===== config.mk =====
export PLATFORM = sky130hd
export DESIGN_NAME = kvi_isqrt
export DESIGN_NICKNAME = d
export VERILOG_FILES = /design/src/design/kvi_pkg.sv /design/src/design/kvi_isqrt.sv
export SDC_FILE = /design/constraint.sdc
export NUM_CORES = 1
export LEC_CHECK = 0
export ABC_AREA = 1
export BUFFER_PORTS_ARGS = -buffer_cell sky130_fd_sc_hd__buf_2
export CAP_MARGIN = 20
export CORE_ASPECT_RATIO = 0.75
export CORE_UTILIZATION = 40
export DETAILED_ROUTE_END_ITERATION = 10
export GPL_ROUTABILITY_DRIVEN = 0
export GPL_TIMING_DRIVEN = 0
export PLACE_DENSITY_LB_ADDON = 0.25
export SETUP_SLACK_MARGIN = 0.5
export SYNTH_ARGS = -nofsm -noshare
export SYNTH_HDL_FRONTEND = slang
export SYNTH_SLANG_ARGS = --single-unit

===== constraint.sdc =====
create_clock -name clk -period 4.2 [get_ports clk]
set_input_delay 0.21 -clock clk [delete_from_list [all_inputs] [get_ports clk]]
set_output_delay 0.21 -clock clk [all_outputs]
set_load 0.005 [all_outputs]

===== src/design/kvi_pkg.sv =====
package kvi_pkg;

	localparam int MAX_KEYS   = 32;
	localparam int TIME_BITS  = 24;
	localparam int NCH        = 3;
	localparam int IDX_W      = $clog2(MAX_KEYS);
	localparam int CNT_W      = $clog2(MAX_KEYS + 1);
	localparam int DIV_NUM_W  = 64;
	localparam int DIV_DEN_W  = 32;
	localparam int DIV_CNT_W  = $clog2(DIV_NUM_W);
	localparam int SQRT_ARG_W = 64;
	localparam int SQRT_W     = SQRT_ARG_W / 2;
	localparam int SQRT_CNT_W = $clog2(SQRT_W);
	localparam int PROD_W     = 33 + TIME_BITS;
	localparam int CFG_ADDR_W = 1;
	localparam int CFG_DATA_W = TIME_BITS;

	localparam logic [CFG_ADDR_W-1:0] REG_HELPER_KIND = 1'b0;
	localparam logic [CFG_ADDR_W-1:0] REG_LOOP_LENGTH = 1'b1;

	localparam logic [1:0] KIND_VECTOR = 2'd1;
	localparam logic [1:0] KIND_CAMERA = 2'd2;

	typedef enum logic [1:0] {
		CMD_ADD   = 2'd0,
		CMD_SET   = 2'd1,
		CMD_TICK  = 2'd2,
		CMD_CLEAR = 2'd3
	} cmd_t;

	typedef struct packed {
		cmd_t                  cmd;
		logic [1:0]            channel;
		logic [TIME_BITS-1:0]  key_time;
		logic signed [31:0]    vec_x;
		logic signed [31:0]    vec_y;
		logic signed [31:0]    vec_z;
		logic [15:0]           time_step;
	} req_t;

	typedef struct packed {
		logic [1:0]         out_channel;
		logic signed [31:0] out_x;
		logic signed [31:0] out_y;
		logic signed [31:0] out_z;
		logic               last;
	} rsp_t;

	typedef struct packed {
		logic [TIME_BITS-1:0] t;
		logic signed [31:0]   x;
		logic signed [31:0]   y;
		logic signed [31:0]   z;
	} key_t;

	typedef key_t [NCH-1:0] row_t;

	typedef struct packed {
		logic [NCH-1:0] ins;
		logic           rot;
		key_t           key;
	} cell_ctl_t;

endpackage


===== src/design/kvi_isqrt.sv =====
module kvi_isqrt import kvi_pkg::*; (
	input  logic                  clk,
	input  logic                  arst_n,
	input  logic                  start,
	input  logic [SQRT_ARG_W-1:0] arg,
	output logic                  busy,
	output logic                  done,
	output logic [SQRT_W-1:0]     root
);

	logic [SQRT_ARG_W-1:0] n_q;
	logic [SQRT_W+1:0]     rem_q;
	logic [SQRT_W-1:0]     root_q;
	logic [SQRT_CNT_W-1:0] cnt_q;
	logic                  busy_q;
	logic                  done_q;
	logic [SQRT_W+3:0]     r;
	logic [SQRT_W+3:0]     trial;
	logic [SQRT_W+3:0]     diff;
	logic                  fits;

	assign r     = {rem_q, n_q[SQRT_ARG_W-1 -: 2]};
	assign trial = {2'b00, root_q, 2'b01};
	assign diff  = r - trial;
	assign fits  = r >= trial;

	always_ff @(posedge clk or negedge arst_n) begin
		if (!arst_n) begin
			busy_q <= 1'b0;
			done_q <= 1'b0;
			cnt_q  <= '0;
		end else begin
			done_q <= 1'b0;
			if (start) begin
				busy_q <= 1'b1;
				cnt_q  <= '0;
			end else if (busy_q) begin
				cnt_q <= cnt_q + 1'b1;
				if (cnt_q == SQRT_CNT_W'(SQRT_W - 1)) begin
					busy_q <= 1'b0;
					done_q <= 1'b1;
				end
			end
		end
	end

	always_ff @(posedge clk) begin
		if (start) begin
			n_q    <= arg;
			rem_q  <= '0;
			root_q <= '0;
		end else if (busy_q) begin
			n_q    <= {n_q[SQRT_ARG_W-3:0], 2'b00};
			rem_q  <= fits ? diff[SQRT_W+1:0] : r[SQRT_W+1:0];
			root_q <= {root_q[SQRT_W-2:0], fits};
		end
	end

	assign busy = busy_q;
	assign done = done_q;
	assign root = root_q;

endmodule


* After elaboration in Yosys (flattened, before gate mapping)
Cells that the tools add are included.
Word-level totals: flip-flop bits (word level) 137, input bits 67, output and inout port bits 34, word-level logic and storage cells 22
Operators by class: add/sub/neg operators 2, magnitude comparators 1, eq/ne operators 1, muxes and demuxes 11, reductions and logical operators 1
Operators by type and width (number):
- $mux 64 | 2
- $ge 36x34->1 | 1
- $mux 34 | 1
- $sub 34x34->34 | 1
- $mux 5 | 2
- $mux 1 | 6
- $add 5x1->5 const B | 1
- $eq 5x5->1 const B | 1
- $reduce_bool 2->1 | 1

* Logic depth before layout (Yosys ltp)
depth in word-level cells 4, mapped depth 17, gate-level depth less buffers 17

* Worst setup path after synthesis
No wires, ideal clock.
kind register to register, start register busy_q (netlist: busy), end register n_q[0], enable pin, setup time 454 ps, data arrival time 2641 ps, required time 3746 ps, setup slack 1105 ps, cell stages (with the launch flop) 4, buffers on the path 1, period minus slack after synthesis 3095 ps, path through dfrtp_1 -> nor2_1 -> clkinv_1 -> clkbuf_1
Between the ends: longest elaborated chain between the ends 1
RTL lines:
- start, declared | line kvi_isqrt.sv:15 | logic busy_q;
- start signal, assigned | line kvi_isqrt.sv:29 | busy_q <= 1'b0;
- start signal, assigned | line kvi_isqrt.sv:35 | busy_q <= 1'b1;
- start signal, assigned | line kvi_isqrt.sv:40 | busy_q <= 1'b0;
- $reduce_bool 2->1 (no source line)
- end signal, assigned | line kvi_isqrt.sv:49 | n_q <= arg;
- end signal, assigned | line kvi_isqrt.sv:53 | n_q <= {n_q[SQRT_ARG_W-3:0], 2'b00};
- end, declared | line kvi_isqrt.sv:11 | logic [SQRT_ARG_W-1:0] n_q;
No other way between the ends. A chain may end at the register's enable or synchronous reset.

* Worst setup path after layout
start register root_q[25] (netlist: root[25]), end register rem_q[1]
Between the ends: longest elaborated chain between the ends 2
RTL lines:
- start, declared | line kvi_isqrt.sv:13 | logic [SQRT_W-1:0] root_q;
- start signal, assigned | line kvi_isqrt.sv:55 | root_q <= {root_q[SQRT_W-2:0], fits};
- $ge 36x34->1 | line kvi_isqrt.sv:25 | assign fits = r >= trial;
- $mux 34 | line kvi_isqrt.sv:54 | rem_q <= fits ? diff[SQRT_W+1:0] : r[SQRT_W+1:0];
- end signal, assigned | line kvi_isqrt.sv:54
- end, declared | line kvi_isqrt.sv:12 | logic [SQRT_W+1:0] rem_q;
No other way between the ends.

==> metrics.md <==
| Metric | Value |
|---|---|
| Status | finished, final reports clean |
| Fmax | 400 MHz |
| Post-Synthesis Cells | 1,189 |
| Mapped Avg Cell Area | 7.00 um2 |
| Layout cells sized above 1 | 14.1% |
| Crit path arrival time | 2.82 ns |
| Clk slew on worst S/H paths | 0.07 ns |
| Sequential share of the synthesized area | 41.1% |
| DIE AREA | 21,400 um2 |
| CTS max path bufs | 2 |
| Starting density of the core | 40.9% |
| Boundary Pins | 101 |
| Vias in the first global route | 6,880 |
| Fin. max-slew vios | 0 |
| # DRC | 0 |
| DR vias/cell | 4.82 |
| Non-filler instance count after layout | 1,604 |
| Final Power | 7170 uW |
| FP Rows | 45 |
| Wirelength, routed | 22.5 mm |
| N_diodes | 0 |
| Crit path top cell by count | nand2_1 |
| Critical Path RT | 4.52 ns |
| CTS HTree Levels | 4 |
| Tot GR Track Use | 21.7% |
| Post-synth cell types | 35 |
| Post-CTS Setup Bufs | 0 |
| CP max FO | 10 |
| Final setup vio count | 0 |
| Inserted Clock Buffers | 17 |
| Worst slew pin tran | 0.695 ns |
| Primary FF master, synth | dfxtp_1 |
| IO buf count | 99 |
| Seq cells post-synth | 137 |
| Setup TNS Final | 0 ns |
| Commonest non-fill, non-tap cell in the layout | nand2_1 |
| Via count | 7,732 |
| Slew HR | 53.7% |
| Max-Cap Viols | 0 |
| Drt first pass iters | 5 |
| Yosys top cell by area | nand2_1 |
| Chip Width | 169 um |
| Peak supply drop | 0.351 mV |
| Async set-reset flop share out of synthesis | 5.11% |
| Fillers | 2,058 |
| Worst path slowest cell | ha_1 |
| Commonest cells after routing, fill and taps aside | nand2_1, inv_1, buf_2 |
| Initial antenna violation count | 0 |
| Fin area | 9820 um2 |
| FF+latch area | 3420 um2 |
| Initial drt markers | 701 |
| Crit path largest cell delay | 0.37 ns |
| Critical setup path kind | flop to flop |
| Post-route ant nets | 0 |
| Fin crit period | 2.50 ns |
| Core Area | 20,300 um2 |
| CTS tree | built |
| First-pass GRT wire length | 35.7 mm |
| Clock root buffer | clkbuf_16 |
| Largest cells by area after synthesis | nand2_1, edfxtp_1, dfxtp_1 |
| Number of synthesized flops with an enable pin | 64 |
| Cell family with most CP delay | simple AND/OR/NAND/NOR gates |
| Crit share post-route | 59.5% |
| Leak pwr | 0.00517 uW |
| CP endpoint kind | flop |
| Hold Fails Final Rpt | 0 |
| Ys Warns | 0 |
| Area after DPL | 9200 um2 |
| Final Skew | 0.0131 ns |
| Worst setup SP type | flop |
| Clk_lat worst skew | 0.44 ns |
| Largest net degree at the start of global routing | 70 |
| RSZ-0062 raised after global routing | false |
| Worst Path Buf+Inv | 4 |
| Multi-input gate area | 4130 um2 |
| Top cell type's share of synthesized area | 25.2% |
| Post-synthesis net count | 1,292 |
| DP Cell Count | 1,571 |
| CP cell instances | inv_1 > ha_1 > a21oi_1 > nand2_1 > inv_1 > nand2_1 > nand2_1 > nand3_1 > nor2_2 > buf_6 > buf_6 > nand3_2 > nand3_1 > nand2_1 |
| Sink Count | 137 |
| Total grt overflow | 0 |
| Die Ht | 127 um |
| WL/cell | 14.0 um |
| Hpwl dp | 17.1 mm |
| Area delta synth->final | 18.0% |
| # nets final | 1,412 |
| Synthesized area | 8320 um2 |
| Ratio of total power to cell area | 731 nW/um2 |
| Hold Path Class | input pin to flop |
-- worst register-to-register path: cells and delay by family (launching register included) --
kind                       cells  cell delay, ns
AOI/OAI and AO/OA              1            0.27
adders and majority gates      1            0.37
buffers and inverters          4            0.55
DFF                            1            0.33
and+or+nand+nor                8            0.87
-- report_power, final --
| group | internal (uW) | switching [uW] |
|---|---|---|
| clock | 813 | 718 |
| sequential | 1610 | 128 |
| combinational | 1340 | 2570 |
| total | 3760 | 3410 |
-- routing by layer --
metal  vias up  share of wire, %  global-route usage, %  routed length [um]
li1       3969                 -                      -                   -
met1      3479                52                   33.7               11700
met2       258                39                   29.8                8880
met3        26               7.1                   3.99                1590
met4         0               1.4                   6.47                 321
met5         -                 0                      0                   0
-- synthesized netlist by cell type (7+ instances only) --
| library cell | number |
|---|---|
| a21oi_1 | 25 |
| dfxtp_1 | 66 |
| nor2_1 | 63 |
| xnor2_1 | 7 |
| xor2_1 | 8 |
| nand4_1 | 10 |
| nand3_2 | 7 |
| inv_1 | 151 |
| nand2_1 | 559 |
| o22ai_1 | 31 |
| nand3_1 | 53 |
| ha_1 | 36 |
| edfxtp_1 | 64 |
| dfrtp_1 | 7 |
| clkbuf_1 | 25 |
| nand3b_2 | 14 |
| o21bai_1 | 7 |
| o21ai_0 | 10 |
| nand2_2 | 7 |
-- state kept, by name, indices dropped and copies added, names as in the netlist --
signal	cells
n_q	64
rem_q	34
root	32
cnt_q	5
busy	1
done	1
-- area by class of cell --
class                   count  area share, %
plain buffers              37           2.06
clock buffers              17           4.33
clock inverters            15           1.87
inverters                 153           5.85
multi-input cells         862           42.0
flip-flops and latches    137           34.8
well taps                 282           3.59
repair buffers            101           5.43
-- stage by stage --
step	hold slack [ns]	util, %	worst slack [ns]
final	0.0306	48.3	1.70
after global routing	0.0258	48.3	1.60
after CTS	0.00416	48.3	1.73
after detailed placement	0.0613	45.3	1.79
after global placement	0.0543	45.1	-0.0100
after floorplan	-0.0856	-	1.11
-- logic make-up after synthesis --
family          synth area share [%]
buf+inv                         9.30
xor+xnor                        1.58
fa+ha+maj                       5.42
simple gates                    37.3
flops                           41.1
compound gates                  5.28
-- worst paths after layout --
kind / slack (ns) / depth (start not counted) / to / startpoint
max reg2reg: 1.70 / 14 / rem_q[1] / root[25]
max in group asynchronous: 3.89 / 2 / cnt_q[4] / arst_n
min reg2reg: 0.47 / 2 / rem_q[33] / rem_q[33]
min in group asynchronous: 0.13 / 2 / cnt_q[3] / arst_n
min: 0.03 / 3 / n_q[0] / arg[0]
max: 1.70 / 14 / rem_q[1] / root[25]
-- timing repair --
action | 4_1_cts | 5_1_grt
gates resized for setup | 0 | 0
endpoints found under the hold margin | 7 | 0
hold buffers | 1 | 0
No activity file was read; power rests on OpenSTA's default activity.
