$ cat src/design/kvi_pkg.sv
package kvi_pkg;

	localparam int MAX_KEYS   = 32;
	localparam int TIME_BITS  = 24;
	localparam int NCH        = 3;
	localparam int IDX_W      = $clog2(MAX_KEYS);
	localparam int CNT_W      = $clog2(MAX_KEYS + 1);
	localparam int DIV_NUM_W  = 64;
	localparam int DIV_DEN_W  = 32;
	localparam int DIV_CNT_W  = $clog2(DIV_NUM_W);
	localparam int SQRT_ARG_W = 64;
	localparam int SQRT_W     = SQRT_ARG_W / 2;
	localparam int SQRT_CNT_W = $clog2(SQRT_W);
	localparam int PROD_W     = 33 + TIME_BITS;
	localparam int CFG_ADDR_W = 1;
	localparam int CFG_DATA_W = TIME_BITS;

	localparam logic [CFG_ADDR_W-1:0] REG_HELPER_KIND = 1'b0;
	localparam logic [CFG_ADDR_W-1:0] REG_LOOP_LENGTH = 1'b1;

	localparam logic [1:0] KIND_VECTOR = 2'd1;
	localparam logic [1:0] KIND_CAMERA = 2'd2;

	typedef enum logic [1:0] {
		CMD_ADD   = 2'd0,
		CMD_SET   = 2'd1,
		CMD_TICK  = 2'd2,
		CMD_CLEAR = 2'd3
	} cmd_t;

	typedef struct packed {
		cmd_t                  cmd;
		logic [1:0]            channel;
		logic [TIME_BITS-1:0]  key_time;
		logic signed [31:0]    vec_x;
		logic signed [31:0]    vec_y;
		logic signed [31:0]    vec_z;
		logic [15:0]           time_step;
	} req_t;

	typedef struct packed {
		logic [1:0]         out_channel;
		logic signed [31:0] out_x;
		logic signed [31:0] out_y;
		logic signed [31:0] out_z;
		logic               last;
	} rsp_t;

	typedef struct packed {
		logic [TIME_BITS-1:0] t;
		logic signed [31:0]   x;
		logic signed [31:0]   y;
		logic signed [31:0]   z;
	} key_t;

	typedef key_t [NCH-1:0] row_t;

	typedef struct packed {
		logic [NCH-1:0] ins;
		logic           rot;
		key_t           key;
	} cell_ctl_t;

endpackage

$ cat src/design/kvi_div.sv
module kvi_div import kvi_pkg::*; (
	input  logic                 clk,
	input  logic                 arst_n,
	input  logic                 start,
	input  logic [DIV_NUM_W-1:0] num,
	input  logic [DIV_DEN_W-1:0] den,
	output logic                 busy,
	output logic                 done,
	output logic [DIV_NUM_W-1:0] quo,
	output logic [DIV_DEN_W-1:0] rem
);

	logic [DIV_NUM_W-1:0] quo_q;
	logic [DIV_DEN_W-1:0] rem_q;
	logic [DIV_DEN_W-1:0] den_q;
	logic [DIV_CNT_W-1:0] cnt_q;
	logic                 busy_q;
	logic                 done_q;
	logic [DIV_DEN_W:0]   trial;
	logic [DIV_DEN_W:0]   diff;
	logic                 fits;

	assign trial = {rem_q, quo_q[DIV_NUM_W-1]};
	assign diff  = trial - {1'b0, den_q};
	assign fits  = trial >= {1'b0, den_q};

	always_ff @(posedge clk or negedge arst_n) begin
		if (!arst_n) begin
			busy_q <= 1'b0;
			done_q <= 1'b0;
			cnt_q  <= '0;
		end else begin
			done_q <= 1'b0;
			if (start) begin
				busy_q <= 1'b1;
				cnt_q  <= '0;
			end else if (busy_q) begin
				cnt_q <= cnt_q + 1'b1;
				if (cnt_q == DIV_CNT_W'(DIV_NUM_W - 1)) begin
					busy_q <= 1'b0;
					done_q <= 1'b1;
				end
			end
		end
	end

	always_ff @(posedge clk) begin
		if (start) begin
			quo_q <= num;
			rem_q <= '0;
			den_q <= den;
		end else if (busy_q) begin
			quo_q <= {quo_q[DIV_NUM_W-2:0], fits};
			rem_q <= fits ? diff[DIV_DEN_W-1:0] : trial[DIV_DEN_W-1:0];
		end
	end

	assign busy = busy_q;
	assign done = done_q;
	assign quo  = quo_q;
	assign rem  = rem_q;

endmodule

$ cat config.mk
export PLATFORM = sky130hd
export DESIGN_NAME = kvi_div
export DESIGN_NICKNAME = d
export VERILOG_FILES = /design/src/design/kvi_pkg.sv /design/src/design/kvi_div.sv
export SDC_FILE = /design/constraint.sdc
export NUM_CORES = 1
export LEC_CHECK = 0
export ABC_CLOCK_PERIOD_IN_PS = 4300
export BUFFER_PORTS_ARGS = -buffer_cell sky130_fd_sc_hd__buf_2
export CORE_MARGIN = 5
export CORE_UTILIZATION = 45
export CTS_CLUSTER_DIAMETER = 100
export DETAILED_ROUTE_END_ITERATION = 8
export PLACE_DENSITY_LB_ADDON = 0.05
export SETUP_SLACK_MARGIN = 0.5
export SLEW_MARGIN = 10
export SYNTH_ARGS = -nofsm -noshare
export SYNTH_HDL_FRONTEND = slang
export SYNTH_SLANG_ARGS = --single-unit
export TNS_END_PERCENT = 10
$ cat constraint.sdc
create_clock -name clk -period 4.3 [get_ports clk]
set_input_delay 0.215 -clock clk [delete_from_list [all_inputs] [get_ports clk]]
set_output_delay 0.215 -clock clk [all_outputs]
set_load 0.02 [all_outputs]
Word-level counts from Yosys, hierarchy flattened
Cells that the tools add are included.
{"block": "totals", "reg_bits": 136, "inputBits": 99, "output_inout_bits": 98, "elab_cells": 22}
{"block": "op_classes", "add_sub_neg": 2, "order_cmp": 1, "n_eq_ne": 1, "muxes": 11, "reduce_logical": 1}
{"cell": "2-to-1 mux 64 bit", "n": 2}
{"cell": "greater-or-equal comparator 33 x 32 -> 1 bit", "n": 1}
{"cell": "2-to-1 mux 32 bit", "n": 1}
{"cell": "subtractor 32 bit", "n": 1}
{"cell": "2-to-1 mux 6 bit", "n": 2}
{"cell": "adder 6 x 1 -> 6 bit, second input constant", "n": 1}
{"cell": "equality test 6 bit, second input constant", "n": 1}
{"cell": "2-to-1 mux 1 bit", "n": 6}
{"cell": "nonzero test 2 bit", "n": 1}

Logic depth before layout (Yosys ltp)
{"block": "depth", "ltp_word": 4, "mapped_depth": 15}

Worst setup path after synthesis
No wires, ideal clock.
{"block": "synth_timing", "path_kind": "register to register", "from": "register rem_q[2] (netlist: rem[2])", "to": "register quo_q[0] (netlist: quo[0]), data pin", "setup_time_ns": 0.260, "t_arrival_ns": 2.869, "setup_slack_ns": 1.171, "stages_incl_launch_ff": 13, "n_path_buf": 3, "path_cell_list": "dfxtp_1 -> ha_1 -> a21o_1 -> a21oi_4 -> a2111oi_4 -> o41ai_4 -> o21a_4 -> o21ai_2 -> or3_1 -> buf_6 -> buf_12 -> buf_12 -> mux2_2"}
{"block": "synth_via", "elab_chain_len": 3}
{"item": "from (decl)", "line": "kvi_div.sv:14", "source": "logic [DIV_DEN_W-1:0] rem_q;"}
{"item": "from (signal assigned)", "line": "kvi_div.sv:54", "source": "rem_q <= fits ? diff[DIV_DEN_W-1:0] : trial[DIV_DEN_W-1:0];"}
{"item": "greater-or-equal comparator 33 x 32 -> 1 bit", "line": "kvi_div.sv:25", "source": "assign fits = trial >= {1'b0, den_q};"}
{"item": "2-to-1 mux 64 bit", "line": "kvi_div.sv:52", "source": "end else if (busy_q) begin"}
{"item": "2-to-1 mux 64 bit", "line": "kvi_div.sv:48", "source": "if (start) begin"}
{"item": "to (signal assigned)", "line": "kvi_div.sv:49", "source": "quo_q <= num;"}
{"item": "to (signal assigned)", "line": "kvi_div.sv:53", "source": "quo_q <= {quo_q[DIV_NUM_W-2:0], fits};"}
{"item": "to (decl)", "line": "kvi_div.sv:13", "source": "logic [DIV_NUM_W-1:0] quo_q;"}
Every way passes these cells. The select of a mux whose other input is x is not followed.
A chain may end at the register's enable or synchronous reset.

Worst setup path after layout
{"block": "layout_timing", "from": "register den_q[3]", "to": "register rem_q[16] (netlist: rem[16])"}
{"block": "layout_via", "elab_chain_len": 2, "word_cells_on_any_way": 3}
{"item": "from (decl)", "line": "kvi_div.sv:15", "source": "logic [DIV_DEN_W-1:0] den_q;"}
{"item": "from (signal assigned)", "line": "kvi_div.sv:51", "source": "den_q <= den;"}
{"item": "subtractor 32 bit / greater-or-equal comparator 33 x 32 -> 1 bit (equally long branches)", "line": "kvi_div.sv:24, kvi_div.sv:25"}
{"item": "2-to-1 mux 32 bit (*)", "line": "kvi_div.sv:54"}
Mark *: on every way between the ends. The rest lies on a longest branch, timed or not.

==> reports/metrics.cfg <==
[worst_setup_path]
crit_chain = inv_1 > ha_1 > nand3_1 > o21bai_4 > a2111oi_4 > o41ai_4 > o21a_4 > o21ai_2 > or3_1 > buf_4 > mux2i_1 > a211oi_1
ff2ff_setup_slack_ns = 0.87
r2r_end = rem[16]
critPathMaxStageDelay_ns = 0.44
critPathBufInv = 2
endpoint_kind = flop
ff2ff_path_depth = 12
worstReg2RegStart = den_q[3]
worstSetupStartpointType = flop
critPathSlowestCell = buf_4
worstSetupPathType = reg -> reg
worstPathArrival_ns = 3.69
required_ns = 4.57
critical_path.top_delay_family = compound AO/OA/AOI/OAI gates
worstPathMaxFanout = 23

[logic_synthesis]
yosysTopAreaCellShare = 0.393
yosysMostFrequentCell = edfxtp_1
synthArstFlopShare = 0.0588
synth.largest_area_cell = edfxtp_1
yosys-top-cells-area = edfxtp_1 (39%), mux2_2 (9.8%), dfxtp_1 (8.7%)
synth_ff_type = edfxtp_1
synth_fp_nets = 761
synth.distinct_cells = 61
synth_seq_cells = 136
syn_area_per_cell_um2 = 11.7
ys_warn_count = 0
ys_top_cells_by_count = edfxtp_1 (96), mux2_2 (64), inv_1 (40), nor2_1 (40), nand2_1 (36)
syn_inst = 628
syn-cell-area_um2 = 7330
yosysSeqAreaShare = 0.508
synth_edf_count = 96

[clock_network]
cts.htree.levels = 4
cts_max_path_buffers = 2
cts_root_buffer = clkbuf_16
cts_resized = 0
cts_sinks = 136
cts_buffers = 17
clk_latency_ns = 0.42
cts_tree = done
path_clk_slew_ns = 0.07

[layout]
nets = 982
fillers = 1417
diodes = 0
regArea_um2 = 3720
drive_gt1_frac = 0.357
multi_input_area_um2 = 3280
syn_to_final_growth_pct = 27.4

[timing]
setup_viol_count_final = 0
fin_crit_sh = 0.797
hold_ws_ns = 0.0909
rsz0062_at_grt = false
worst_pin_slew_ns = 1.11
skew_ns = 0.0102
hold_viol = 0
drv_slew = 0
fmax_mhz = 292
min_period_ns = 3.43
relSlewSlack = 0.259
fin_ws_ns = 0.874
totalNegativeSetupSlack_ns = 0

[power]
ir_drop_mv = 0.302
combinationalPowerShare = 0.374
p_clk_frac = 0.277
swShare = 0.368
p_leak_nw = 4.16
seqPwrFrac = 0.350
powerDensity_nw_per_um2 = 548
p_int_mw = 3.24
power.switching_mw = 1.88

[grt]
antenna_found_initial = 2
grt_usage = 0.203
grt_pass1_wl_um = 29900
grt_pass1_vias = 5988
grt_overflow = 0
grt_max_degree = 89

[drt]
drt_iter0_markers = 297
dr.pass1.iters = 4
via_per_inst = 5.23
wirelength_um = 18800
antenna_left = 0
drc = 0
wl_per_cell_um = 17.5
vias = 5642

[run]
drv_cap = 0

[hold_path]
min_path_type = in -> reg
hold_depth = 2
hold_path_end = quo[9]
min_from = num[9]

[floorplanning]
rows = 46
pin_count = 197
die_area_um2 = 18900
initial_utilization = 0.460
die_h_um = 138
dieWidth_um = 138
core_region_area_um2 = 15900

[placed_design]
place_hpwl_um = 13600
pre_cts_slack_ns = 0.882
gp_congestion = 0.864
portBuffers = 196

[outcome]
status = complete, no violations

## logic make-up after synthesis
logic type / count (synthesis) / synth area share
buffers and inverters: 72 / 0.0449
flip-flops: 136 / 0.508
XOR/XNOR: 31 / 0.0370
AO/OA/AOI/OAI: 136 / 0.134
AND/OR/NAND/NOR: 130 / 0.0838
adder cells (fa/ha/maj): 34 / 0.0591
multiplexers: 89 / 0.133
## power groups by stage
stage / clock network (mW) / logic, mW / registers (mW)
4_1_cts: 1.45 / 1.93 / 1.79
3_3_place_gp: 0 / 1.87 / 1.81
2_1_floorplan: 0 / 1.27 / 2.00
6_report: 1.42 / 1.91 / 1.79
3_5_place_dp: 0 / 1.89 / 1.81
5_1_grt: 1.51 / 2.11 / 1.82
## worst max-delay path by stage
stage,startpoint,to,slack [ns],cells after the start
CTS,den_q[3],rem[16],0.86,12
detailed placement,den_q[4],rem[16],0.88,12
global route,den_q[4],rem[3],0.61,12
global placement,quo[63],rem[30],0.97,12
finish,den_q[3],rem[16],0.87,12
floorplan,rem[2],quo[0],1.17,12
## per-stage QoR
stage / utilization / std cells / instance area [um2] / power [mW]
global route: 0.586 / 1078 / 9340 / 5.44
global placement: 0.530 / 1013 / 8440 / 3.68
CTS: 0.586 / 1078 / 9340 / 5.18
floorplan: - / 628 / 7330 / 3.27
detailed placement: 0.530 / 1013 / 8440 / 3.71
finish: 0.586 / 1078 / 9340 / 5.12
## sequential cells by signal (all words and copies together) (netlist names)
| register | flops |
|---|---|
| done | 1 |
| den_q | 32 |
| cnt_q | 6 |
| busy | 1 |
| quo | 64 |
| rem | 32 |
## area by class of cell
class	instances	share of cell area
clock inverters	13	0.0145
well taps	216	0.0289
multi-input cells	420	0.351
flip-flops and latches	136	0.399
inverters	40	0.0161
clock buffers	19	0.0463
repair buffers	234	0.145
## metal layers
metal  GRT usage  up-vias  wire (um)  share of wire
met5           0        -         14        0.00074
met4      0.0787        4        426          0.023
met3      0.0866       34       1660          0.088
met2       0.333      183       9110           0.48
met1       0.236     2647       7620           0.40
li1            -     2774          -              -
## cells in the final DEF, fill, tap and decap left out, drive strengths merged, types with 5 or more instances in the layout
| master | n |
|---|---|
| buf | 201 |
| edfxtp | 96 |
| mux2 | 65 |
| inv | 47 |
| nor2 | 40 |
| nand2 | 37 |
| ha | 33 |
| dlygate4sd3 | 33 |
| a21oi | 33 |
| dfxtp | 32 |
| o21ai | 25 |
| mux2i | 24 |
| clkbuf | 19 |
| a21o | 18 |
| xnor2 | 16 |
| a211oi | 16 |
| xor2 | 15 |
| nand3 | 9 |
| nand4 | 8 |
| dfrtp | 8 |
| o211ai | 7 |
| nor3 | 7 |
| nand2b | 6 |
| and2 | 5 |
## worst register-to-register path, delay by kind of cell, from the launching register on
kind | cells | cell delay [ns]
buffers and inverters | 2 | 0.49
AND/OR/NAND/NOR | 2 | 0.52
multiplexers | 1 | 0.27
adder cells (fa/ha/maj) | 1 | 0.38
flip-flops | 1 | 0.33
AO/OA/AOI/OAI | 6 | 1.29
## what timing repair did
item | CTS | global route
setup buffers | 0 | 0
hold buffers | 33 | 0
hold endpoints to repair | 40 | 0
endpoints found under the setup margin | 0 | 0
Note: power is estimated with default switching activity, not from simulation.
