--- src/design/kvi_pkg.sv ---
package kvi_pkg;

	localparam int MAX_KEYS   = 32;
	localparam int TIME_BITS  = 24;
	localparam int NCH        = 3;
	localparam int IDX_W      = $clog2(MAX_KEYS);
	localparam int CNT_W      = $clog2(MAX_KEYS + 1);
	localparam int DIV_NUM_W  = 64;
	localparam int DIV_DEN_W  = 32;
	localparam int DIV_CNT_W  = $clog2(DIV_NUM_W);
	localparam int SQRT_ARG_W = 64;
	localparam int SQRT_W     = SQRT_ARG_W / 2;
	localparam int SQRT_CNT_W = $clog2(SQRT_W);
	localparam int PROD_W     = 33 + TIME_BITS;
	localparam int CFG_ADDR_W = 1;
	localparam int CFG_DATA_W = TIME_BITS;

	localparam logic [CFG_ADDR_W-1:0] REG_HELPER_KIND = 1'b0;
	localparam logic [CFG_ADDR_W-1:0] REG_LOOP_LENGTH = 1'b1;

	localparam logic [1:0] KIND_VECTOR = 2'd1;
	localparam logic [1:0] KIND_CAMERA = 2'd2;

	typedef enum logic [1:0] {
		CMD_ADD   = 2'd0,
		CMD_SET   = 2'd1,
		CMD_TICK  = 2'd2,
		CMD_CLEAR = 2'd3
	} cmd_t;

	typedef struct packed {
		cmd_t                  cmd;
		logic [1:0]            channel;
		logic [TIME_BITS-1:0]  key_time;
		logic signed [31:0]    vec_x;
		logic signed [31:0]    vec_y;
		logic signed [31:0]    vec_z;
		logic [15:0]           time_step;
	} req_t;

	typedef struct packed {
		logic [1:0]         out_channel;
		logic signed [31:0] out_x;
		logic signed [31:0] out_y;
		logic signed [31:0] out_z;
		logic               last;
	} rsp_t;

	typedef struct packed {
		logic [TIME_BITS-1:0] t;
		logic signed [31:0]   x;
		logic signed [31:0]   y;
		logic signed [31:0]   z;
	} key_t;

	typedef key_t [NCH-1:0] row_t;

	typedef struct packed {
		logic [NCH-1:0] ins;
		logic           rot;
		key_t           key;
	} cell_ctl_t;

endpackage

--- src/design/kvi_cell.sv ---
module kvi_cell import kvi_pkg::*; (
	input  logic           clk,
	input  cell_ctl_t      ctl,
	input  logic [NCH-1:0] valid,
	input  row_t           prv,
	input  logic [NCH-1:0] prv_le,
	input  row_t           nxt,
	output row_t           row,
	output logic [NCH-1:0] le
);

	row_t row_q;

	always_comb begin
		for (int c = 0; c < NCH; c++) begin
			le[c] = valid[c] && (row_q[c].t <= ctl.key.t);
		end
	end

	always_ff @(posedge clk) begin
		for (int c = 0; c < NCH; c++) begin
			if (ctl.rot) begin
				row_q[c] <= nxt[c];
			end else if (ctl.ins[c] && !le[c]) begin
				row_q[c] <= prv_le[c] ? ctl.key : prv[c];
			end
		end
	end

	assign row = row_q;

endmodule

--- config.mk ---
export PLATFORM = sky130hd
export DESIGN_NAME = kvi_cell
export DESIGN_NICKNAME = d
export VERILOG_FILES = /design/src/design/kvi_pkg.sv /design/src/design/kvi_cell.sv
export SDC_FILE = /design/constraint.sdc
export NUM_CORES = 1
export LEC_CHECK = 0
export BUFFER_PORTS_ARGS = -buffer_cell sky130_fd_sc_hd__clkbuf_2
export CAP_MARGIN = 5
export CORE_AREA = 2 2 469 471
export CTS_CLUSTER_SIZE = 14
export DETAILED_ROUTE_END_ITERATION = 8
export DIE_AREA = 0 0 471 473
export GPL_TIMING_DRIVEN = 0
export PLACE_DENSITY = 0.3
export SETUP_SLACK_MARGIN = 0.3
export SLEW_MARGIN = 20
export SYNTH_ARGS = -nofsm -noshare
export SYNTH_HDL_FRONTEND = slang
export SYNTH_SLANG_ARGS = --single-unit
--- constraint.sdc ---
create_clock -name clk -period 4.6 [get_ports clk]
set_clock_uncertainty 0.1 [all_clocks]
set_input_delay 0.23 -clock clk [delete_from_list [all_inputs] [get_ports clk]]
set_output_delay 0.23 -clock clk [all_outputs]
set_load 0.03 [all_outputs]
== Word-level counts from Yosys, hierarchy flattened ==
Cells that the tools add are included.
Word-level totals
  bits in registers: 360
  input bits: 851
  output and inout port bits: 363
  logic and storage cells: 36
Cells by class
  order comparisons: 3
  multiplexer cells: 9
  reductions and logical operators: 12
Operator list (count)
  $mux 120: 9
  $le 24x24->1: 3
  $logic_and 1x1->1: 6
  $reduce_bool 2->1: 3
  $logic_not 1->1: 3

== Longest topological paths before layout ==
Gate-level depths: netlist (run 1).
  word-level depth: 6
  depth in mapped cells: 8
  mapped depth without buffers: 8

== Worst setup path after synthesis (run 1) ==
OpenSTA, ideal clock, no wires.
  path type: flip-flop to flip-flop
  start point: register row_q, in the netlist row[119]
  end point: register row_q, in the netlist row[0] (enable)
  library setup time: 0.507 ns
  data arrival time: 4.715 ns
  data required time: 3.993 ns
  path slack: -0.721 ns
  stages on the path, launching flop included: 7
  buffers on the path: 0
  period minus slack after synthesis: 5.321 ns
  cell sequence: edfxtp_1 -> ha_1 -> nand4_1 -> nor4_1 -> o31ai_1 -> o211ai_1 -> a311o_1
Between the ends
  cells in the longest elaborated chain, start to end: 5
RTL lines
  start, declared: RTL line kvi_cell.sv:12  | row_t row_q;
  start signal, assigned by index: RTL line kvi_cell.sv:23  | row_q[c] <= nxt[c];
  start signal, assigned by index: RTL line kvi_cell.sv:25  | row_q[c] <= prv_le[c] ? ctl.key : prv[c];
  $le 24x24->1: RTL line kvi_cell.sv:16  | le[c] = valid[c] && (row_q[c].t <= ctl.key.t);
  $logic_and 1x1->1: RTL line kvi_cell.sv:16
  $logic_not 1->1: RTL line kvi_cell.sv:24  | end else if (ctl.ins[c] && !le[c]) begin
  $logic_and 1x1->1: RTL line kvi_cell.sv:24
  $reduce_bool 2->1 (no source line)
No other way between the ends.
A chain may end at the register's enable or synchronous reset.

== Worst setup path after layout (run 1) ==
  start point: register row_q, in the netlist row[115]
  end point: register row_q, in the netlist row[54] (enable)
Same word-level chain as after synthesis.

==> results of run 1 <==
==> cell families (layout without fill, tap and decap cells) <==
group / Yosys count / in the layout / synth area share (%)
AO/OA/AOI/OAI: 422 / 422 / 11.16
AND/OR/NAND/NOR: 419 / 419 / 8.409
multiplexers: 360 / 360 / 18.20
flip-flops: 360 / 360 / 54.59
buffers and inverters: 149 / 2130 / 3.102
adder cells (fa/ha/maj): 72 / 72 / 4.549
other: 0 / 31 / 0
==> area by class of cell <==
type / count / share of cell area [%]
antenna: 31 / 0.2011
buffer: 122 / 1.362
clock buffer: 64 / 3.930
clock inverter: 50 / 1.741
inverter: 27 / 0.2627
multi-input combinational: 1273 / 21.77
sequential: 360 / 28.02
tap: 2871 / 9.310
timing repair buffer: 1867 / 33.41
==> final timing paths <==
path	cells after the start	slack (ns)	to	start
hold reg to reg	5	1.37	row[244]	row[346]
setup / recovery	10	0.50	row[54]	row[115]
setup reg to reg	10	0.50	row[54]	row[115]
hold / removal	3	-0.001	row[325]	nxt[325]
==> routing by layer <==
metal / vias to the layer above / part of all wire, % / global-route usage [%] / wire, µm
li1: 10500 / - / - / -
met1: 11150 / 39 / 19.43 / 77340
met2: 1135 / 49 / 30.38 / 97850
met3: 233 / 8.2 / 5.388 / 16370
met4: 10 / 3.5 / 5.591 / 7044
met5: - / 0.036 / 0 / 71
==> layout by cell type (no fill, tap or decap), types with 18 or more instances in the layout <==
master	synthesis	routed
sky130_fd_sc_hd__clkbuf_2	0	1217
sky130_fd_sc_hd__dlygate4sd3_1	0	635
sky130_fd_sc_hd__nand2_1	374	374
sky130_fd_sc_hd__o21ai_0	370	369
sky130_fd_sc_hd__mux2i_1	360	360
sky130_fd_sc_hd__edfxtp_1	360	360
sky130_fd_sc_hd__ha_1	72	72
sky130_fd_sc_hd__clkbuf_16	0	60
sky130_fd_sc_hd__clkbuf_1	58	55
sky130_fd_sc_hd__buf_2	44	46
sky130_fd_sc_hd__diode_2	0	31
sky130_fd_sc_hd__a21oi_1	30	30
sky130_fd_sc_hd__inv_1	27	27
sky130_fd_sc_hd__buf_12	0	20
sky130_fd_sc_hd__nand4_1	18	18
==> metrics by stage <==
stage | hold WS, ns | setup TNS (ns) | total power [mW] | cell area, µm²
after floorplan | 0.3171 | 0 | 5.809 | 19810
after global placement | 0.4137 | -699.42 | 7.883 | 29450
after detailed placement | 0.4148 | -4.550 | 7.930 | 29950
after CTS | 0.001189 | 0 | 14.00 | 38480
after global routing | 0.002849 | 0 | 14.22 | 38530
final | -0.001005 | 0 | 13.60 | 38580
==> power by group <==
group	leakage, nW	internal [mW]	switching (mW)
logic	12.6	1.38	2.62
registers	3.70	4.10	0.206
clock network	1.05	3.18	2.11
==> tightest hold or removal path: cells and delay by family <==
family          cells  cell delay [ns]
buf+inv             1             0.10
compound gates      1             0.23
simple gates        1             0.05
==> repair_timing <==
action                                  in CTS  in global routing
endpoints found under the setup margin      59                  0
hold endpoints to repair                   345                  2
hold buffers                               633                  2
gates resized for setup                      3                  0
==> run summary, run 1 <==
The number of instances in the placed design came out at 5885. Routability-driven placement finished with a final weighted congestion of 0.9063. The maximum level of the CTS H-tree came out at 2. The number of buffers inserted by post-CTS setup repair is 0. The fraction of final layout cells with drive strength greater than 1 is 37.07%. The area occupied by multi-input gates came out at 0.008398 mm². For this run, design rule violations remaining after detail routing come to 0. The number of search-and-repair iterations in the first detailed-routing pass is 5. The count of unique library cells instantiated by Yosys came out at 32.

The x dimension of the die is 471 µm. The post-route fraction of the period consumed by the critical path came out at 89.19%. In the post-synthesis netlist, the biggest area contributors are sky130_fd_sc_hd__edfxtp_1 (55%), sky130_fd_sc_hd__mux2i_1 (18%), sky130_fd_sc_hd__o21ai_0 (9.4%). The cell count after synthesis is 1782.

The register bit count reported by yosys came out at 360. At the placement stage, the worst setup path has a slack of -0.1953 ns. The fraction of registers with async set or reset after synthesis came out at 0%. The HPWL after detailed placement is 169500 µm.

Walking the worst path, the cells encountered are ha_1, nand4_1, nor4_4, o31ai_1, o211ai_1, a311o_2, buf_12, buf_16, buf_12, buf_12. The die boundary height is 473 µm. The number of nets in the synthesized netlist came out at 2705.

The die outline area came out at 0.2228 mm². The delay of the slowest cell on the worst path came out at 0.53 ns. The max-slew violation total from the final report is 0. In this run the biggest area consumer among cell types represents 54.59% of the synthesized area. The slowest stage of the critical path is the sky130_fd_sc_hd__nor4_4 cell. The worst path in the final design needs a cycle of 4.103 ns, including I/O delays and setup.

Data on the critical path is required at its endpoint by 4.92 ns. The standard cell core area is 0.2182 mm². The detailed router finished its first iteration with 1179 violations. The net count of the finished layout came out at 4634. At the pin with the least slew margin, the transition time is 1.088 ns.

Global routing used 17.16% of the available tracks across all layers. The number of setup violations in the final report came out at 0. sky130_fd_sc_hd__nand2_1 is the most common cell in the netlist. The register with the most flip-flops in the layout has 360 of them. The mean number of vias per cell came out at 3.456. The via count of the first global-routing pass is 24.74k. The remaining antenna violation count came out at 0.

The final worst-path setup slack came out at 0.4972 ns. A synthesized cell averages 11.11 µm². The max capacitance violation total came out at 0. The kind of launch point of the worst setup path is a flop. The later-pin clock latency in the skew report came out at 0.71 ns.

The via count of the routed design came out at 23.03k. The cell taking the most area after synthesis is sky130_fd_sc_hd__edfxtp_1. The run finished, with violations left.

The maximum number of pins on one net before global-route repair is 26. For this design the ratio of total power to cell area is 352.4 mW/mm². The number of flops mapped to enable cells by yosys came out at 360. The kind of cell with the highest combined delay on the critical path is compound AO/OA/AOI/OAI gates. The number of buffer and inverter instances along the worst setup path came out at 4. The final-report hold violation count is 1. The sequential cell area fraction in the yosys report is 54.59%. In the synthesized netlist the dominant register cell turns out to be sky130_fd_sc_hd__edfxtp_1. The first global-routing pass estimated 250200 µm of wire. Across the VDD grid, the largest voltage drop is 0.2909 mV. The most numerous cell type found on the critical path is sky130_fd_sc_hd__buf_12.

The number of top-level pins is 1214. The root buffer cell chosen for the clock tree is sky130_fd_sc_hd__clkbuf_16. In the synthesized netlist, the cells that appear most often are sky130_fd_sc_hd__nand2_1 (374), sky130_fd_sc_hd__o21ai_0 (370), sky130_fd_sc_hd__edfxtp_1 (360), sky130_fd_sc_hd__mux2i_1 (360), sky130_fd_sc_hd__ha_1 (72).

Leaving out filler cells and counting taps, the final layout contains 6665. The final reports fail on hold timing. The path class of the tightest hold or removal check is in -> reg. The starting density of the core came out at 9.075%. The clock sink count came out at 360. The clock tree from TritonCTS is done. The number of antenna violations at the first check in global routing is 43. The clock transition at the registers of the reported paths came out at 0.06 ns. Fill cells in the final layout number 24.77k.

The routed design has 198700 µm of wire. Data on the critical path arrives at its endpoint at 4.42 ns. The total number of yosys warnings came out at 0. The sequential cell area is 0.01081 mm². After synthesis the cells add up to 0.01980 mm². The total number of placement rows is 172. The clock buffer count from CTS came out at 60.

Cells fill 17.68% of the core in the end. The tightest hold path in the finished design has a slack of -0.001005 ns. The critical path start-end classification is reg -> reg.

The highest achievable clock rate is 0.2437 GHz. Relative to the synthesized area, the layout overhead comes to 94.83%. The count of buffers added on input and output ports is 1209.

The maximum fanout count along the critical path came out at 24. The maximum count of clock buffers along a single path came out at 3. In this run the static leakage power is 17.37 nW. The mean routed wirelength per cell came out at 29.81 µm.

The total global routing overflow is 0. The worst setup path is captured at a flop. Setup repair after global routing left no endpoint under its margin. In this run the tightest slew margin relative to its limit is 26.71%.
No activity file was read; power rests on OpenSTA's default activity.
==> inputs of run 2 (changes only) <==
CTS_CLUSTER_SIZE = 25   (was 14)
REMOVE_ABC_BUFFERS = 1   (was not set)
SLEW_MARGIN = 0   (was 20)
==> run 2 against run 1 <==
The flow still finishes with violations (hold timing). Clock power down 8.5%. Combinational power down 7.2%. First-iteration DRC count down 25%. Routed wire length down 20%. Utilization down 0.38 points. Count of clock-buffer cells in the layout up 3. Worst hold slack worse by 0.041 ns. Non-clock buffer count down 140. Sequential power about the same. Final cell count down 2.5%. Largest cell class unchanged. Highest routed layer unchanged.
==> run summary, run 2 (same netlist as run 1, synthesis figures left out) <==
No sink is reached through more buffers than the 3 on the longest clock path. In the layout the commonest cells are sky130_fd_sc_hd__clkbuf_2 (1209), sky130_fd_sc_hd__dlygate4sd3_1 (608), sky130_fd_sc_hd__nand2_1 (374). Before antenna repair, the detailed router went through 5 iterations.

Counting both buffers and inverters, the worst setup path holds a total of 2. Along the worst hold path, the cell count comes to 3. The register with the most flip-flops in the layout has 360 of them.

Traced cell by cell, the critical path runs through ha_1, nand4_1, nor4_2, o31ai_1, o211ai_1, a311o_2, buf_12, buf_12. The number of setup violations in the final report is 0. STA classifies the critical path startpoint as a flop. The clock net in this run drives a total of 360 sinks. The fraction of final layout cells with drive strength greater than 1 is 37.18%. The path class of the tightest hold or removal check is in -> reg.

The via count of the routed design came out at 21.58k. The max capacitance violation total is 0. In this run the critical register-to-register path is launched from row[104]. The total power draw came out at 12.87 mW. The final weighted congestion of routability-driven global placement came out at 0.8792. The final total negative setup slack came out at 0 ns. The final worst-path setup slack came out at 0.5984 ns. The tree is rooted in a sky130_fd_sc_hd__clkbuf_16. Clock tree synthesis inserted a total of 59 buffers.

The final worst hold slack is -0.04156 ns. The leakage power of the design came out at 16.96 nW. The final critical path time including I/O delays and setup came out at 4.002 ns. Including well taps, the total number of placed cells is 5772. The starting density of the core came out at 9.075%. The end of the worst hold path is row[107]. The transition time of the tightest slew-check pin came out at 1.067 ns. The worst register-to-register path ends at row[56]. STA classifies the critical path endpoint as a flop. The maximum fanout count along the critical path is 24. The maximum number of pins on one net before global-route repair came out at 166.

Measured along the x axis, the die boundary spans 471 µm. In this design, the largest share of critical-path delay is due to compound AO/OA/AOI/OAI gates. Dividing the detail-routed via count by the number of cells gives 3.320. In the global route stage, overall resource usage came out at 13.72%. The arrival time at the worst endpoint came out at 4.26 ns.

The final reports fail on hold timing. The hold path startpoint is nxt[107]. The signed area change from the synthesized netlist to the final layout is 90.64%. The number of buffers inserted by post-CTS setup repair is 0. The number of top-level pins is 1214. The maximum level of the CTS H-tree is 2. The placed wire-length estimate is 133400 µm. The clock transition at the registers of the reported paths is 0.05 ns. The area occupied by multi-input gates is 0.008396 mm². The number of antenna violations at the first check in global routing came out at 39.

The slowest library cell on the worst path is sky130_fd_sc_hd__a311o_2. The later-pin clock latency in the skew report came out at 0.69 ns. The worst setup slack for register-to-register paths is 0.60 ns.

IR analysis of the VDD net gives a maximum drop of 0.2761 mV. The number of standard cells in the final layout excluding fillers is 6500. The region available for standard cell placement spans 0.2182 mm². The fraction of the core area covered by cells at the end of the flow came out at 17.30%. The delay of the slowest cell on the worst path came out at 0.63 ns. Dividing the final minimum period by the clock period gives 86.99%. The net count of the finished layout is 4493. The cell area reported after detailed placement is 0.02962 mm². The critical path data required time came out at 4.86 ns.

Setup repair after global routing left no endpoint under its margin. The worst slack at placement is -0.1087 ns. The layout has 24.60k filler cells. The total non-filler cell area in the finished layout is 0.03776 mm².

The die outline area came out at 0.2228 mm². The worst setup path is of the reg -> reg kind. The library cell appearing most often on the critical path is sky130_fd_sc_hd__buf_12. The max-slew violation total from the final report is 0.

The via count of the first global-routing pass is 22.40k. The worst-case headroom to the max-slew limit came out at 28.10%. The clock tree from TritonCTS is done.

The final-report hold violation count is 2. The sequential cell area is 0.01081 mm². The flow ran to the end, but the final reports show violations. Input and output buffers added on the ports amount to 1213. The library cell used most frequently in the layout, excluding fill and tap cells, is sky130_fd_sc_hd__clkbuf_2.

The total number of placement rows is 172. The routed wire length came out at 159200 µm. The total global routing overflow is 0. The die boundary height is 473 µm.

For the worst flop-to-flop path, the logic depth is 8. The remaining antenna violation count came out at 0. The first global-routing pass estimated 205400 µm of wire.

The depth of the critical timing path with buffers and inverters included came out at 8. The mean routed wirelength per cell came out at 24.50 µm. The DRC violation count after routing came out at 0. The power per cell area is 340.8 mW/mm². Based on the critical path, the design can be clocked at up to 0.2499 GHz.

The detailed router finished its first iteration with 886 violations.
-- run 2: changes by cell type in the layout (fill, tap and decap cells not counted), sizes merged --
cell         before   now
inv              33    27
diode            31    14
bufinv           14    10
clkinv           24    23
dlygate4sd3     635   608
buf              86    28
clkbuf         1332  1280
-- run 2: area by class of cell --
class | count | area share, %
Antenna cell | 14 | 0.09279
Clock buffer | 67 | 4.103
Clock inverter | 39 | 1.203
Inverter | 27 | 0.2684
Multi-Input combinational cell | 1273 | 22.24
Sequential cell | 360 | 28.63
Tap cell | 2871 | 9.515
Timing Repair Buffer | 1849 | 33.95
-- run 2: metal layers --
metal,GRT usage (%),share of wire [%],vias up
met4,3.503,2.5,12
li1,-,-,10180
met3,5.457,9.3,161
met1,15.64,40,10230
met2,23.71,48,1003
met5,0,0.053,-
-- run 2: report_power, final --
part           total [mW]  switching [mW]  internal, mW
sequential           4.30           0.199          4.10
combinational        3.71            2.38          1.33
clock                4.85            1.91          2.94
total                12.9            4.49          8.38
-- run 2: timing repair --
item	4_1_cts	5_1_grt
hold buffers	606	2
hold endpoints to repair	341	2
endpoints found under the setup margin	95	0
gates resized for setup	2	0
-- run 2: how the worst max path moves through the flow --
| stage | from | slack, ns | endpoint |
|---|---|---|---|
| 2_1_floorplan | row[119] | -0.72 | row[0] |
| 3_3_place_gp | ctl[120] | -13.32 | row[325] |
| 3_5_place_dp | ctl[104] | -0.11 | row[30] |
| 4_1_cts | row[105] | 0.40 | row[68] |
| 5_1_grt | row[355] | 0.43 | row[259] |
| 6_report | row[104] | 0.60 | row[56] |
-- run 2: worst min-delay path, cell delays in order --
cell and delay, ns:
sky130_fd_sc_hd__clkbuf_2 0.08, sky130_fd_sc_hd__nand2_1 0.04, sky130_fd_sc_hd__o21ai_0 0.21
